$ cat config.mk
export PLATFORM = sky130hd
export DESIGN_NAME = ipc_ram
export DESIGN_NICKNAME = d
export VERILOG_FILES = /design/src/ipc_ram.sv
export SDC_FILE = /design/constraint.sdc
export NUM_CORES = 2
export LEC_CHECK = 0
export ABC_CLOCK_PERIOD_IN_PS = 6750
export BUFFER_PORTS_ARGS = -buffer_cell sky130_fd_sc_hd__buf_2
export CAP_MARGIN = 20
export CORE_ASPECT_RATIO = 0.6
export CORE_UTILIZATION = 44
export CTS_CLUSTER_DIAMETER = 60
export CTS_CLUSTER_SIZE = 20
export DETAILED_ROUTE_END_ITERATION = 10
export GPL_ROUTABILITY_DRIVEN = 0
export HOLD_SLACK_MARGIN = 0.05
export PLACE_DENSITY = 0.69
export SYNTH_ARGS = -nofsm -noshare
export SYNTH_HDL_FRONTEND = slang
export SYNTH_SLANG_ARGS = --single-unit
$ cat constraint.sdc
create_clock -name i_clk -period 6.75 [get_ports i_clk]
set_input_delay 1.0125 -clock i_clk [delete_from_list [all_inputs] [get_ports i_clk]]
set_output_delay 1.0125 -clock i_clk [all_outputs]
set_load 0.05 [all_outputs]
$ cat src/ipc_ram.sv
// ============================================================================
// Generic single port pair RAM
// One write port and one read port with registered read data.
// ============================================================================
module ipc_ram #(
    parameter int WIDTH = 2,
    parameter int DEPTH = 1024
) (
    input  logic                     i_clk,
    input  logic                     i_we,
    input  logic [$clog2(DEPTH)-1:0] i_waddr,
    input  logic [WIDTH-1:0]         i_wdata,
    input  logic                     i_re,
    input  logic [$clog2(DEPTH)-1:0] i_raddr,
    output logic [WIDTH-1:0]         o_rdata
);

    logic [WIDTH-1:0] r_mem [DEPTH];
    logic [WIDTH-1:0] r_rdata;

    always_ff @(posedge i_clk) begin
        if (i_we) begin
            r_mem[i_waddr] <= i_wdata;
        end
        if (i_re) begin
            r_rdata <= r_mem[i_raddr];
        end
    end

    assign o_rdata = r_rdata;

endmodule

==> summary.md <==
| Metric | Value |
|---|---|
| Worst Setup End Kind | flop |
| Placed inst area | 0.0870 mm2 |
| Post-Syn Nets | 4818 |
| Violation count after the first detailed-route iteration | 8896 |
| Clk_lat worst skew | 0.75 ns |
| Synth Cell Area | 0.0838 mm2 |
| Power per cell area | 250 mW/mm2 |
| Share of layout cells above drive strength 1 | 17.5% |
| Vias in the first global route | 44702 |
| Main combinational cell family by area after synthesis | multiplexers |
| Maximum capacitance violations | 0 |
| Arrival time worst endpoint | 5.18 ns |
| Final setup violation count | 0 |
| Die Footprint | 0.192 mm2 |
| Initial core utilization | 44.5% |
| Setup TNS | 0 ns |
| GRT overflow | 0 |
| Async set-reset flop share out of synthesis | 0% |
| # IOs | 27 |
| Total wire length | 235000 um |
| Clock Path Buffers | 3 |
| Hold buffers post-CTS | 0 |
| Synth top area share | 73.5% |
| Final core utilization | 47.9% |
| Non-Filler Instances | 7224 |
| Main area contributors after synthesis | edfxtp_1 (73%), mux4_2 (12%), nor2_1 (4.7%) |
| Area delta synth->final | 7.72% |
| Final-report hold violation count | 0 |
| Post-placement cell count | 7076 |
| Measured slew at the worst slew-check pin | 1.20 ns |
| DRT antenna net count | 0 |
| Final Net Count | 4726 |
| Synth area leader | edfxtp_1 |
| Initial antenna violation count | 21 |
| Worst path required time | 7.36 ns |
| Cells after Synth | 4793 |
| Post-synth top flop | edfxtp_1 |
| Setup Skew | 0.0264 ns |
| Synth cell types | 65 |
| Gr usage total | 24.3% |
| Largest net degree at the start of global routing | 250 |
| Synth Area per Inst | 17.5 um2 |
| XOR/XNOR Fraction of Synth Area | 0% |
| Wire per inst | 32.6 um |
| CTS sink cnt | 2050 |
| Total Power | 22.5 mW |
| Post-Synth Simple-Gate Area | 6.40% |
| First-pass DRT Iterations | 6 |
| Hold Crit Class | in2reg |
| CTS tree | yes |
| Pleak | 26.6 nW |
| Clk root buf | clkbuf_16 |
| Seq/Total Area, Yosys | 73.5% |
| Final Max Slew Viols | 0 |
| Status | completed |
| Max frequency | 219 MHz |
| RSZ-0062 raised after global routing | no |
| Num CTS Buffers | 114 |
| H-tree depth | 3 |
| Via count | 46442 |
| Worst Setup Path Type | in2reg |
| Startpoint Class | input port |
| Post-CTS Setup Repair Bufs | 0 |
| PortBufs | 26 |
| Die W | 565 um |
| Fin crit share | 67.8% |
| Row cnt | 123 |
| Most common cell in the netlist | edfxtp_1 |
| Final min period | 4.57 ns |
| Synth top cells by count | edfxtp_1 (2050), nor2_1 (1054), mux4_2 (449) |
| Crit Path Max Fanout | 66 |
| Post-synth EDFFs | 2050 |
| Post-route cell area | 0.0902 mm2 |
| Mux contribution to synthesized area | 14.7% |
| Clk slew on worst S/H paths | 0.08 ns |
| Yosys reg bits | 2050 |
| Die height | 340 um |
| Post-Synth Adder-Cell Area | 0% |
| First-pass GRT wire length | 333000 um |
| Drt drc | 0 |
| Core box area | 0.188 mm2 |
| Slew HR | 20.2% |
| Post_cts resized | 0 |
| Post-synthesis compound-gate area fraction | 2.98% |
| VDD IR max | 0.232 mV |
| Post-DP HPWL | 134000 um |
| Synthesis Warnings | 0 |
| Post-DR vias/cell | 6.43 |
[final timing paths]
kind                 start    endpoint  slack [ns]  cells past startpoint
max reg2reg   r_mem[46][1]  o_rdata[1]        2.98                      8
min reg2reg  r_mem[984][1]  o_rdata[1]        1.21                      5
max             i_raddr[0]  o_rdata[0]        2.18                     11
min                   i_re  o_rdata[0]        0.61                      1
[kinds of logic (layout without fill, tap and decap cells)]
| family | after synthesis | in the layout |
|---|---|---|
| mux | 664 | 664 |
| buf+inv | 402 | 325 |
| compound gates | 353 | 353 |
| other cells | 0 | 8 |
| flops | 2050 | 2050 |
| simple gates | 1324 | 1324 |
[layout by cell type (no fill, tap or decap), drive strengths merged, types with 70 or more instances in the layout]
cell type,Yosys,layout
a21oi,70,70
buf,157,185
clkbuf,239,124
edfxtp,2050,2050
mux2i,205,205
mux4,449,449
nand2,96,96
nor2,1054,1054
o221ai,83,83
[where the power goes]
group / switching, mW / internal [mW]
logic: 0.927 / 0.447
clock network: 3.99 / 3.15
registers: 0.00570 / 14.0
[critical path, cell delays in order]
cell	delay, ns
buf_8	0.54
buf_12	0.35
buf_12	0.45
mux2i_1	0.15
o221ai_1	0.20
a21oi_1	0.08
a21oi_1	0.27
o2111ai_1	0.53
nor3_1	0.94
o311ai_0	0.30
nand4_1	0.18
[registers in the layout (all words and copies together), names as in the netlist]
signal   cells
r_mem     2048
o_rdata      2
[cell type report]
cell class	count	area, um2
Fill cell	15412	98000
Sequential cell	2050	61600
Multi-Input combinational cell	2341	20500
Tap cell	2500	3130
Clock buffer	121	2960
Timing Repair Buffer	188	1940
Clock inverter	10	108
Inverter	6	25.0
Antenna cell	8	20.0
[per-layer routing]
layer | GRT usage (%) | wire [um] | vias up
met4 | 5.46 | 5440 | 12
met2 | 33.3 | 98300 | 3463
met5 | 0.392 | 178 | -
li1 | - | - | 18570
met3 | 10.0 | 38300 | 323
met1 | 35.8 | 92900 | 24074
[per-stage QoR]
stage	hold WS (ns)	setup WS (ns)
final	0.613	2.18
after global routing	0.589	2.05
after CTS	0.592	2.15
after detailed placement	1.18	1.39
after global placement	1.19	0.407
after floorplan	0.889	3.24
Note: power is estimated with default switching activity, not from simulation.
